==> config.mk <==
export PLATFORM = sky130hd
export DESIGN_NAME = sha256_stream_hash
export DESIGN_NICKNAME = d
export VERILOG_FILES = /design/src/s256_pkg.sv /design/src/s256_queue.sv /design/src/s256_compress.sv /design/src/s256_back.sv /design/src/sha256_stream_hash.sv
export SDC_FILE = /design/constraint.sdc
export NUM_CORES = 2
export LEC_CHECK = 0
export ABC_AREA = 1
export BUFFER_PORTS_ARGS = -buffer_cell sky130_fd_sc_hd__buf_2
export CORE_UTILIZATION = 30
export DETAILED_ROUTE_END_ITERATION = 6
export PLACE_DENSITY = 0.52
export SETUP_SLACK_MARGIN = 0.3
export SYNTH_ARGS = -nofsm -noshare
export SYNTH_HDL_FRONTEND = slang
export SYNTH_HIERARCHICAL = 1
export SYNTH_SLANG_ARGS = --single-unit
==> constraint.sdc <==
create_clock -name clk -period 28.3 [get_ports clk]
set_clock_uncertainty 0.15 [all_clocks]
set_input_delay 4.245 -clock clk [delete_from_list [all_inputs] [get_ports clk]]
set_output_delay 4.245 -clock clk [all_outputs]
set_load 0.03 [all_outputs]
==> src/s256_pkg.sv <==
// Shared types, codes and constants of the SHA-256 stream hash.
package s256_pkg;

  // Depth of the item queue between the front and the back.
  localparam int QUEUE_DEPTH = 4;

  // Block layout and padding.
  localparam logic [5:0] FILL_LAST  = 6'd63;
  localparam logic [5:0] LEN_POS    = 6'd56;
  localparam logic [7:0] PAD_MARK   = 8'h80;
  localparam logic [5:0] ROUND_LAST = 6'd63;
  localparam logic [2:0] LAST_IDX   = 3'd7;

  // Item kind carried in tuser.
  typedef enum logic {
    OP_ABSORB = 1'b0,
    OP_FINISH = 1'b1
  } op_t;

  typedef struct packed {
    op_t        op;
    logic [7:0] data;
  } item_t;

  typedef enum logic [1:0] {
    ENG_IDLE,
    ENG_ROUND,
    ENG_FOLD
  } eng_state_t;

  typedef enum logic [1:0] {
    BK_TAKE,
    BK_PAD,
    BK_COMP,
    BK_EMIT
  } back_state_t;

  // Commands from the back controller to the compression engine.
  typedef struct packed {
    logic start;
    logic reinit;
  } eng_cmd_t;

  // Status from the compression engine.
  typedef struct packed {
    logic busy;
    logic done;
  } eng_stat_t;

  // Initial hash values; element 0 is H0, listed last.
  localparam logic [7:0][31:0] IV = {
    32'h5be0cd19, 32'h1f83d9ab, 32'h9b05688c, 32'h510e527f,
    32'ha54ff53a, 32'h3c6ef372, 32'hbb67ae85, 32'h6a09e667
  };

  // Round constants, round 0 first.
  localparam logic [31:0] K_TABLE [64] = '{
    32'h428a2f98, 32'h71374491, 32'hb5c0fbcf, 32'he9b5dba5, 32'h3956c25b,
    32'h59f111f1, 32'h923f82a4, 32'hab1c5ed5, 32'hd807aa98, 32'h12835b01,
    32'h243185be, 32'h550c7dc3, 32'h72be5d74, 32'h80deb1fe, 32'h9bdc06a7,
    32'hc19bf174, 32'he49b69c1, 32'hefbe4786, 32'h0fc19dc6, 32'h240ca1cc,
    32'h2de92c6f, 32'h4a7484aa, 32'h5cb0a9dc, 32'h76f988da, 32'h983e5152,
    32'ha831c66d, 32'hb00327c8, 32'hbf597fc7, 32'hc6e00bf3, 32'hd5a79147,
    32'h06ca6351, 32'h14292967, 32'h27b70a85, 32'h2e1b2138, 32'h4d2c6dfc,
    32'h53380d13, 32'h650a7354, 32'h766a0abb, 32'h81c2c92e, 32'h92722c85,
    32'ha2bfe8a1, 32'ha81a664b, 32'hc24b8b70, 32'hc76c51a3, 32'hd192e819,
    32'hd6990624, 32'hf40e3585, 32'h106aa070, 32'h19a4c116, 32'h1e376c08,
    32'h2748774c, 32'h34b0bcb5, 32'h391c0cb3, 32'h4ed8aa4a, 32'h5b9cca4f,
    32'h682e6ff3, 32'h748f82ee, 32'h78a5636f, 32'h84c87814, 32'h8cc70208,
    32'h90befffa, 32'ha4506ceb, 32'hbef9a3f7, 32'hc67178f2
  };

endpackage

==> src/s256_queue.sv <==
// Item queue that decouples the input front from the hashing back end.
module s256_queue #(
  parameter int DEPTH = s256_pkg::QUEUE_DEPTH
) (
  input  logic            clk,
  input  logic            rst,
  input  logic            in_valid,
  output logic            in_ready,
  input  s256_pkg::item_t in_item,
  output logic            out_valid,
  input  logic            out_pop,
  output s256_pkg::item_t out_item
);

  localparam int PTR_W = $clog2(DEPTH);
  localparam int CNT_W = $clog2(DEPTH + 1);

  s256_pkg::item_t  mem [DEPTH];
  logic [PTR_W-1:0] wr_ptr;
  logic [PTR_W-1:0] rd_ptr;
  logic [CNT_W-1:0] count;
  logic             do_push;
  logic             do_pop;

  assign in_ready  = (count != CNT_W'(DEPTH));
  assign out_valid = (count != '0);
  assign out_item  = mem[rd_ptr];
  assign do_push   = in_valid && in_ready;
  assign do_pop    = out_pop && out_valid;

  // Pointer and occupancy bookkeeping.
  always_ff @(posedge clk) begin
    if (rst) begin
      wr_ptr <= '0;
      rd_ptr <= '0;
      count  <= '0;
    end else begin
      if (do_push) begin
        wr_ptr <= (wr_ptr == PTR_W'(DEPTH - 1)) ? '0 : wr_ptr + PTR_W'(1);
      end
      if (do_pop) begin
        rd_ptr <= (rd_ptr == PTR_W'(DEPTH - 1)) ? '0 : rd_ptr + PTR_W'(1);
      end
      if (do_push && !do_pop) begin
        count <= count + CNT_W'(1);
      end else if (do_pop && !do_push) begin
        count <= count - CNT_W'(1);
      end
    end
  end

  // Entry storage.
  always_ff @(posedge clk) begin
    if (do_push) begin
      mem[wr_ptr] <= in_item;
    end
  end

endmodule

==> src/s256_compress.sv <==
// SHA-256 compression engine, one round per cycle, holding the hash words.
module s256_compress (
  input  logic                  clk,
  input  logic                  rst,
  input  s256_pkg::eng_cmd_t    cmd,
  input  logic [15:0][31:0]     block,
  output s256_pkg::eng_stat_t   stat,
  output logic [7:0][31:0]      hash
);

  function automatic logic [31:0] big_sigma0(input logic [31:0] x);
    big_sigma0 = {x[1:0], x[31:2]} ^ {x[12:0], x[31:13]} ^ {x[21:0], x[31:22]};
  endfunction

  function automatic logic [31:0] big_sigma1(input logic [31:0] x);
    big_sigma1 = {x[5:0], x[31:6]} ^ {x[10:0], x[31:11]} ^ {x[24:0], x[31:25]};
  endfunction

  function automatic logic [31:0] small_sigma0(input logic [31:0] x);
    small_sigma0 = {x[6:0], x[31:7]} ^ {x[17:0], x[31:18]} ^ {3'b000, x[31:3]};
  endfunction

  function automatic logic [31:0] small_sigma1(input logic [31:0] x);
    small_sigma1 = {x[16:0], x[31:17]} ^ {x[18:0], x[31:19]} ^ {10'b0, x[31:10]};
  endfunction

  s256_pkg::eng_state_t state;
  s256_pkg::eng_state_t state_next;
  logic [5:0]           rnd;
  logic [15:0][31:0]    w;
  logic [7:0][31:0]     v;
  logic [7:0][31:0]     hw;
  logic [31:0]          t1;
  logic [31:0]          t2;
  logic [31:0]          w_new;
  logic [31:0]          choose;
  logic [31:0]          major;

  assign hash = hw;

  // Round function and message schedule for the current round.
  always_comb begin
    choose = (v[4] & v[5]) ^ (~v[4] & v[6]);
    major  = (v[0] & v[1]) ^ (v[0] & v[2]) ^ (v[1] & v[2]);
    t1     = v[7] + big_sigma1(v[4]) + choose + s256_pkg::K_TABLE[rnd] + w[0];
    t2     = big_sigma0(v[0]) + major;
    w_new  = w[0] + small_sigma0(w[1]) + w[9] + small_sigma1(w[14]);
  end

  // Engine state register.
  always_ff @(posedge clk) begin
    if (rst) begin
      state <= s256_pkg::ENG_IDLE;
    end else begin
      state <= state_next;
    end
  end

  // Next state and status.
  always_comb begin
    state_next = state;
    stat.busy  = (state != s256_pkg::ENG_IDLE);
    stat.done  = (state == s256_pkg::ENG_FOLD);
    unique case (state)
      s256_pkg::ENG_IDLE: begin
        if (cmd.start) state_next = s256_pkg::ENG_ROUND;
      end
      s256_pkg::ENG_ROUND: begin
        if (rnd == s256_pkg::ROUND_LAST) state_next = s256_pkg::ENG_FOLD;
      end
      s256_pkg::ENG_FOLD: begin
        state_next = s256_pkg::ENG_IDLE;
      end
      default: begin
        state_next = s256_pkg::ENG_IDLE;
      end
    endcase
  end

  // Hash words: reset and reinit load the initial values, a fold adds the rounds.
  always_ff @(posedge clk) begin
    if (rst) begin
      hw <= s256_pkg::IV;
    end else if (state == s256_pkg::ENG_FOLD) begin
      for (int i = 0; i < 8; i++) begin
        hw[i] <= hw[i] + v[i];
      end
    end else if (state == s256_pkg::ENG_IDLE && cmd.reinit) begin
      hw <= s256_pkg::IV;
    end
  end

  // Working variables, schedule window and round counter.
  always_ff @(posedge clk) begin
    if (state == s256_pkg::ENG_IDLE && cmd.start) begin
      for (int i = 0; i < 16; i++) begin
        w[i] <= block[15 - i];
      end
      v   <= hw;
      rnd <= '0;
    end else if (state == s256_pkg::ENG_ROUND) begin
      for (int i = 0; i < 15; i++) begin
        w[i] <= w[i + 1];
      end
      w[15] <= w_new;
      v[7]  <= v[6];
      v[6]  <= v[5];
      v[5]  <= v[4];
      v[4]  <= v[3] + t1;
      v[3]  <= v[2];
      v[2]  <= v[1];
      v[1]  <= v[0];
      v[0]  <= t1 + t2;
      rnd   <= rnd + 6'd1;
    end
  end

endmodule

==> src/s256_back.sv <==
// Back end: block assembly, padding sequencer and digest output register.
module s256_back (
  input  logic                clk,
  input  logic                rst,
  input  logic                q_valid,
  output logic                q_pop,
  input  s256_pkg::item_t     q_item,
  output s256_pkg::eng_cmd_t  eng_cmd,
  input  s256_pkg::eng_stat_t eng_stat,
  input  logic [7:0][31:0]    hash,
  output logic [15:0][31:0]   block,
  output logic                out_valid,
  input  logic                out_ready,
  output logic [31:0]         digest_word,
  output logic [2:0]          word_index,
  output logic                last_word
);

  s256_pkg::back_state_t state;
  s256_pkg::back_state_t state_next;
  logic [63:0][7:0]      blk;
  logic [5:0]            fill;
  logic [60:0]           bytes_hashed;
  logic [7:0][7:0]       bit_len;
  logic                  padding;
  logic                  final_blk;
  logic                  comp_final;
  logic [2:0]            out_idx;
  logic [31:0]           out_word;
  logic                  push;
  logic [7:0]            push_byte;
  logic                  out_xfer;

  // The engine sees the buffer with the byte that is pushed this cycle.
  assign block       = {blk[62:0], push_byte};
  assign out_xfer    = out_valid && out_ready;
  assign digest_word = out_word;
  assign word_index  = out_idx;
  assign last_word   = (out_idx == s256_pkg::LAST_IDX);

  // Back state register.
  always_ff @(posedge clk) begin
    if (rst) begin
      state <= s256_pkg::BK_TAKE;
    end else begin
      state <= state_next;
    end
  end

  // Next state, byte push and engine commands.
  always_comb begin
    state_next     = state;
    q_pop          = 1'b0;
    push           = 1'b0;
    push_byte      = '0;
    eng_cmd.reinit = 1'b0;
    unique case (state)
      s256_pkg::BK_TAKE: begin
        if (q_valid) begin
          q_pop     = 1'b1;
          push      = 1'b1;
          push_byte = (q_item.op == s256_pkg::OP_FINISH) ? s256_pkg::PAD_MARK : q_item.data;
          if (fill == s256_pkg::FILL_LAST) begin
            state_next = s256_pkg::BK_COMP;
          end else if (q_item.op == s256_pkg::OP_FINISH) begin
            state_next = s256_pkg::BK_PAD;
          end
        end
      end
      s256_pkg::BK_PAD: begin
        push = 1'b1;
        if (final_blk && fill >= s256_pkg::LEN_POS) begin
          push_byte = bit_len[3'd7 - fill[2:0]];
        end
        if (fill == s256_pkg::FILL_LAST) state_next = s256_pkg::BK_COMP;
      end
      s256_pkg::BK_COMP: begin
        if (eng_stat.done) begin
          if (comp_final) begin
            state_next = s256_pkg::BK_EMIT;
          end else if (padding) begin
            state_next = s256_pkg::BK_PAD;
          end else begin
            state_next = s256_pkg::BK_TAKE;
          end
        end
      end
      s256_pkg::BK_EMIT: begin
        if (out_xfer && out_idx == s256_pkg::LAST_IDX) begin
          state_next     = s256_pkg::BK_TAKE;
          eng_cmd.reinit = 1'b1;
        end
      end
      default: begin
        state_next = s256_pkg::BK_TAKE;
      end
    endcase
    eng_cmd.start = push && (fill == s256_pkg::FILL_LAST);
  end

  // Control state: fill count, length count, padding flags and output handshake.
  always_ff @(posedge clk) begin
    if (rst) begin
      fill         <= '0;
      bytes_hashed <= '0;
      padding      <= 1'b0;
      final_blk    <= 1'b0;
      comp_final   <= 1'b0;
      out_valid    <= 1'b0;
      out_idx      <= '0;
    end else begin
      if (push) fill <= fill + 6'd1;
      if (state == s256_pkg::BK_TAKE && q_valid) begin
        if (q_item.op == s256_pkg::OP_ABSORB) begin
          bytes_hashed <= bytes_hashed + 61'd1;
        end else begin
          // The block with the marker is final unless the length no longer fits;
          // a marker in the last byte closes this block and opens the final one.
          bytes_hashed <= '0;
          padding      <= 1'b1;
          final_blk    <= (fill < s256_pkg::LEN_POS) || (fill == s256_pkg::FILL_LAST);
          comp_final   <= 1'b0;
        end
      end
      if (state == s256_pkg::BK_PAD && fill == s256_pkg::FILL_LAST) begin
        if (final_blk) begin
          comp_final <= 1'b1;
        end else begin
          final_blk <= 1'b1;
        end
      end
      if (state == s256_pkg::BK_EMIT) begin
        if (!out_valid) begin
          out_valid <= 1'b1;
        end else if (out_ready) begin
          if (out_idx == s256_pkg::LAST_IDX) begin
            out_valid  <= 1'b0;
            out_idx    <= '0;
            padding    <= 1'b0;
            final_blk  <= 1'b0;
            comp_final <= 1'b0;
          end else begin
            out_idx <= out_idx + 3'd1;
          end
        end
      end
    end
  end

  // Payload: byte shift line, latched bit length and output word.
  always_ff @(posedge clk) begin
    if (push) blk <= {blk[62:0], push_byte};
    if (state == s256_pkg::BK_TAKE && q_valid && q_item.op == s256_pkg::OP_FINISH) begin
      bit_len <= {bytes_hashed, 3'b000};
    end
    if (state == s256_pkg::BK_EMIT) begin
      if (!out_valid) begin
        out_word <= hash[out_idx];
      end else if (out_ready) begin
        out_word <= hash[out_idx + 3'd1];
      end
    end
  end

endmodule

==> src/sha256_stream_hash.sv <==
// Top level of the SHA-256 stream hash: input queue, back end and compression engine.
//
//   channel  direction  tdata fields (low bit up)                 tuser  tlast
//   s_*      in         data_byte[7:0]                            op     -
//   m_*      out        digest_word[31:0], word_index[34:32], 0s  -      last_word
//
// An absorb byte is popped and pushed into the shift line; the 64th byte of a
// block starts the compression engine, which runs one round per cycle and then
// folds the working variables into the hash words. A finish pushes padding one
// byte per cycle through the same shift line, with one or two compressions, then
// sends eight words, one per cycle while m_tready is high, after loading the
// first. The input queue keeps taking bytes during that time until its four
// entries are full; a low m_tready holds the back end in the digest output for
// as long as it stays low.
// Reset is synchronous and returns the hash words to the initial values.
module sha256_stream_hash #(
  parameter int QUEUE_DEPTH = s256_pkg::QUEUE_DEPTH
) (
  input  logic        clk,
  input  logic        rst,
  input  logic        s_tvalid,
  output logic        s_tready,
  input  logic [7:0]  s_tdata,   // data_byte[7:0]
  input  logic        s_tuser,   // op
  output logic        m_tvalid,
  input  logic        m_tready,
  output logic [39:0] m_tdata,   // digest_word[31:0], word_index[34:32], zero fill
  output logic        m_tlast
);

  s256_pkg::item_t     in_item;
  s256_pkg::item_t     q_item;
  logic                q_valid;
  logic                q_pop;
  s256_pkg::eng_cmd_t  eng_cmd;
  s256_pkg::eng_stat_t eng_stat;
  logic [7:0][31:0]    hash;
  logic [15:0][31:0]   block;
  logic [31:0]         digest_word;
  logic [2:0]          word_index;

  // Classify the incoming transfer by its kind.
  always_comb begin
    in_item.op   = s_tuser ? s256_pkg::OP_FINISH : s256_pkg::OP_ABSORB;
    in_item.data = s_tdata;
  end

  s256_queue #(
    .DEPTH(QUEUE_DEPTH)
  ) u_queue (
    .clk      (clk),
    .rst      (rst),
    .in_valid (s_tvalid),
    .in_ready (s_tready),
    .in_item  (in_item),
    .out_valid(q_valid),
    .out_pop  (q_pop),
    .out_item (q_item)
  );

  s256_back u_back (
    .clk        (clk),
    .rst        (rst),
    .q_valid    (q_valid),
    .q_pop      (q_pop),
    .q_item     (q_item),
    .eng_cmd    (eng_cmd),
    .eng_stat   (eng_stat),
    .hash       (hash),
    .block      (block),
    .out_valid  (m_tvalid),
    .out_ready  (m_tready),
    .digest_word(digest_word),
    .word_index (word_index),
    .last_word  (m_tlast)
  );

  s256_compress u_compress (
    .clk  (clk),
    .rst  (rst),
    .cmd  (eng_cmd),
    .block(block),
    .stat (eng_stat),
    .hash (hash)
  );

  assign m_tdata = {5'b00000, word_index, digest_word};

  // The back end never takes an item while a compression is running.
  a_no_pop_busy: assert property (@(posedge clk) disable iff (rst)
    !(q_pop && eng_stat.busy))
    else $error("queue popped during compression");

  // Digest words follow each other in order without a gap.
  a_index_step: assert property (@(posedge clk) disable iff (rst)
    (m_tvalid && m_tready && !m_tlast) |=>
      (m_tvalid && m_tdata[34:32] == $past(m_tdata[34:32]) + 3'd1))
    else $error("digest word index did not advance");

  // The last flag marks exactly the eighth word.
  a_last_flag: assert property (@(posedge clk) disable iff (rst)
    m_tvalid |-> (m_tlast == (m_tdata[34:32] == s256_pkg::LAST_IDX)))
    else $error("last flag and word index disagree");

  // No compression is started while one is running.
  a_start_idle: assert property (@(posedge clk) disable iff (rst)
    eng_cmd.start |-> !eng_stat.busy)
    else $error("compression started while busy");

endmodule

==> impl_metrics.tcl <==
set metrics [dict create \
    status "finished with violations" \
    failed_checks "design-rule violations" \
    max-cap-violations 0 \
    internal_power_w 0.00521 \
    power_switching_w 0.00187 \
    cts_resized 0 \
    vias 90500 \
    r2r-start "u_compress/rnd[0]" \
    cts_hold_buffers 0 \
    swShare 0.264 \
    grt_start_max_net_pins 183 \
    slew_violations 0 \
    synth_cells 12700 \
    end_kind "flip-flop" \
    dr.pass1.iters 7 \
    drc 2 \
    io_pins 56 \
    grt.overflow.total 0 \
    design_area_um2 117000 \
    clkPwrFrac 0.396 \
    cts_tree "yes" \
    timing_worst_setup_path_type "flip-flop to flip-flop" \
    h-tree-depth 4 \
    critical_path_buf_inv_count 7 \
    numCtsBuffers 207 \
    vias_per_cell 5.23 \
    power_frac_comb 0.075 \
    period_share 0.333 \
    critPathMaxStageDelay_ns 0.75 \
    grt_pass1_wl_um 613000 \
    reg2reg_to "u_compress/v[18]" \
    dp.cells 16900 \
    core_um2 347000 \
    yosys_warnings 6 \
    start_kind "flip-flop" \
    reg2reg_depth 33 \
    totalWireLength_um 436000 \
    synth.avg_cell_area_um2 8.28 \
    worstPathRequired_ns 28.78 \
    slew_headroom 0.103 \
    tightestPinTransition_ns 1.33 \
    hold_class "flip-flop to flip-flop" \
    hold_slack_ns 0.268 \
    layout-drive-gt1-share 0.0456 \
    drt_iter0_drc 10700 \
    antenna_found_initial 28 \
    cp_max_fo 12 \
    fmax_ghz 0.106 \
    path_depth 33 \
    peakVddDrop_mv 0.0737 \
    power_frac_seq 0.529 \
    p_leak_nw 46.3 \
    cp_top_family "adder cells" \
    start_util 0.302 \
    cpMostUsedCell "nand2_1" \
    total_power_w 0.00708 \
    setup_tns_ns 0 \
    clk_path_buf_depth 4 \
    cts.clk_slew.worst_paths_ns 0.06 \
    routedWlPerCell_um 25.2 \
    dpl_cell_area_um2 110000 \
    arrival_ns 9.90 \
    critPathSlowestCell "a221oi_1" \
    portBuffers 50 \
    syn_area_um2 105000 \
    synthToLayoutAreaGrowth_pct 11.1 \
    fp.dieH_um 593 \
    gr-usage-all-layers 0.238 \
    p_per_area_nw_per_um2 60.7 \
    die_area_um2 352000 \
    nets 13200 \
    rsz0062_at_grt "no" \
    grt_pass1_vias 82800 \
    crit_path_start "u_compress/rnd[0]" \
    insertion_delay_ns 0.93 \
    hpwlAfterDp_um 335000 \
    std_cell_rows 216 \
    endpoint "u_compress/v[18]" \
    cts.sink_count 1750 \
    ant_nets 0 \
    cts_setup_buffers 0 \
    period_minus_slack_ns 9.42 \
    dieWidth_um 593 \
    r2r_setup_slack_ns 18.88 \
    finalNonFillerCells 17300 \
    setup_viol 0 \
    place.gp.congestion 1.02 \
    hold_viol 0 \
    cts_root_buf "clkbuf_16" \
]
[power by group through the flow]
stage | registers (W) | clock network (W) | logic, W
after floorplan | 0.00387 | 0 | 0.000352
after global placement | 0.00379 | 0 | 0.000546
after detailed placement | 0.00380 | 0 | 0.000552
after CTS | 0.00375 | 0.00287 | 0.000550
after global routing | 0.00380 | 0.00296 | 0.000592
final | 0.00374 | 0.00280 | 0.000534
[area by class of cell]
type / instances / area [µm²]
multi-input combinational: 9131 / 48700
clock inverter: 122 / 1490
inverter: 1316 / 4970
tap: 4578 / 5730
sequential: 1750 / 49100
timing repair buffer: 148 / 1060
antenna: 11 / 27.5
clock buffer: 262 / 5550
fill: 36500 / 230000
[flip-flops by register name (all words and copies together) (netlist names), 3 cells and up, named ones only]
name,flops
u_compress/hash,256
u_back/block,504
u_compress/rnd,6
u_back/word_index,3
u_queue/count,3
u_queue/mem,36
u_compress/v,256
u_back/fill,6
u_back/digest_word,32
u_back/bit_len,61
u_compress/w,512
u_back/bytes_hashed,61
[cells in the final DEF, fill, tap and decap left out, types with 58 or more instances in the layout]
cell type  count
a21oi_1     1035
buf_4         93
clkbuf_16    208
dfxtp_1      346
edfxtp_1    1401
fa_1         196
ha_1         398
inv_1       1288
nand2_1     3987
nand3_1      600
nand4_1      119
nor2_1       805
nor3_1        92
o211ai_1      86
o21ai_0      901
o21bai_1      58
xnor2_1      146
xor2_1       193
[worst min-delay path by stage]
stage	from	to	slack (ns)	cells past startpoint
2_1_floorplan	u_back/bytes_hashed[58]	u_back/bit_len[61]	0.26	0
3_3_place_gp	u_back/bytes_hashed[58]	u_back/bit_len[61]	0.27	0
3_5_place_dp	u_back/bytes_hashed[58]	u_back/bit_len[61]	0.27	0
4_1_cts	u_back/block[74]	u_back/block[82]	0.25	0
5_1_grt	u_back/block[74]	u_back/block[82]	0.28	0
6_report	u_back/block[74]	u_back/block[82]	0.27	0
[stage by stage]
stage	util	setup WS, ns
6_report	0.336	18.88
5_1_grt	0.336	18.55
4_1_cts	0.336	19.09
3_5_place_dp	0.316	19.16
3_3_place_gp	0.316	19.05
2_1_floorplan	-	3.02
[worst reg2reg max path, delay by kind of cell (launching register included)]
family,cells,cell delay [ns]
buffers and inverters,7,0.88
xor gates and xnor gates,1,0.47
DFF,1,0.52
AOI/OAI and AO/OA,6,1.91
and+or+nand+nor,12,1.79
adders and majority gates,7,3.41
[layer usage]
layer / track usage / vias up / wire length [µm]
met3: 0.0433 / 720 / 37900
met5: 0 / - / 62
met2: 0.347 / 3903 / 181000
li1: - / 42100 / -
met4: 0.103 / 10 / 21900
met1: 0.343 / 43800 / 195000
Note: power is estimated with default switching activity, not from simulation.
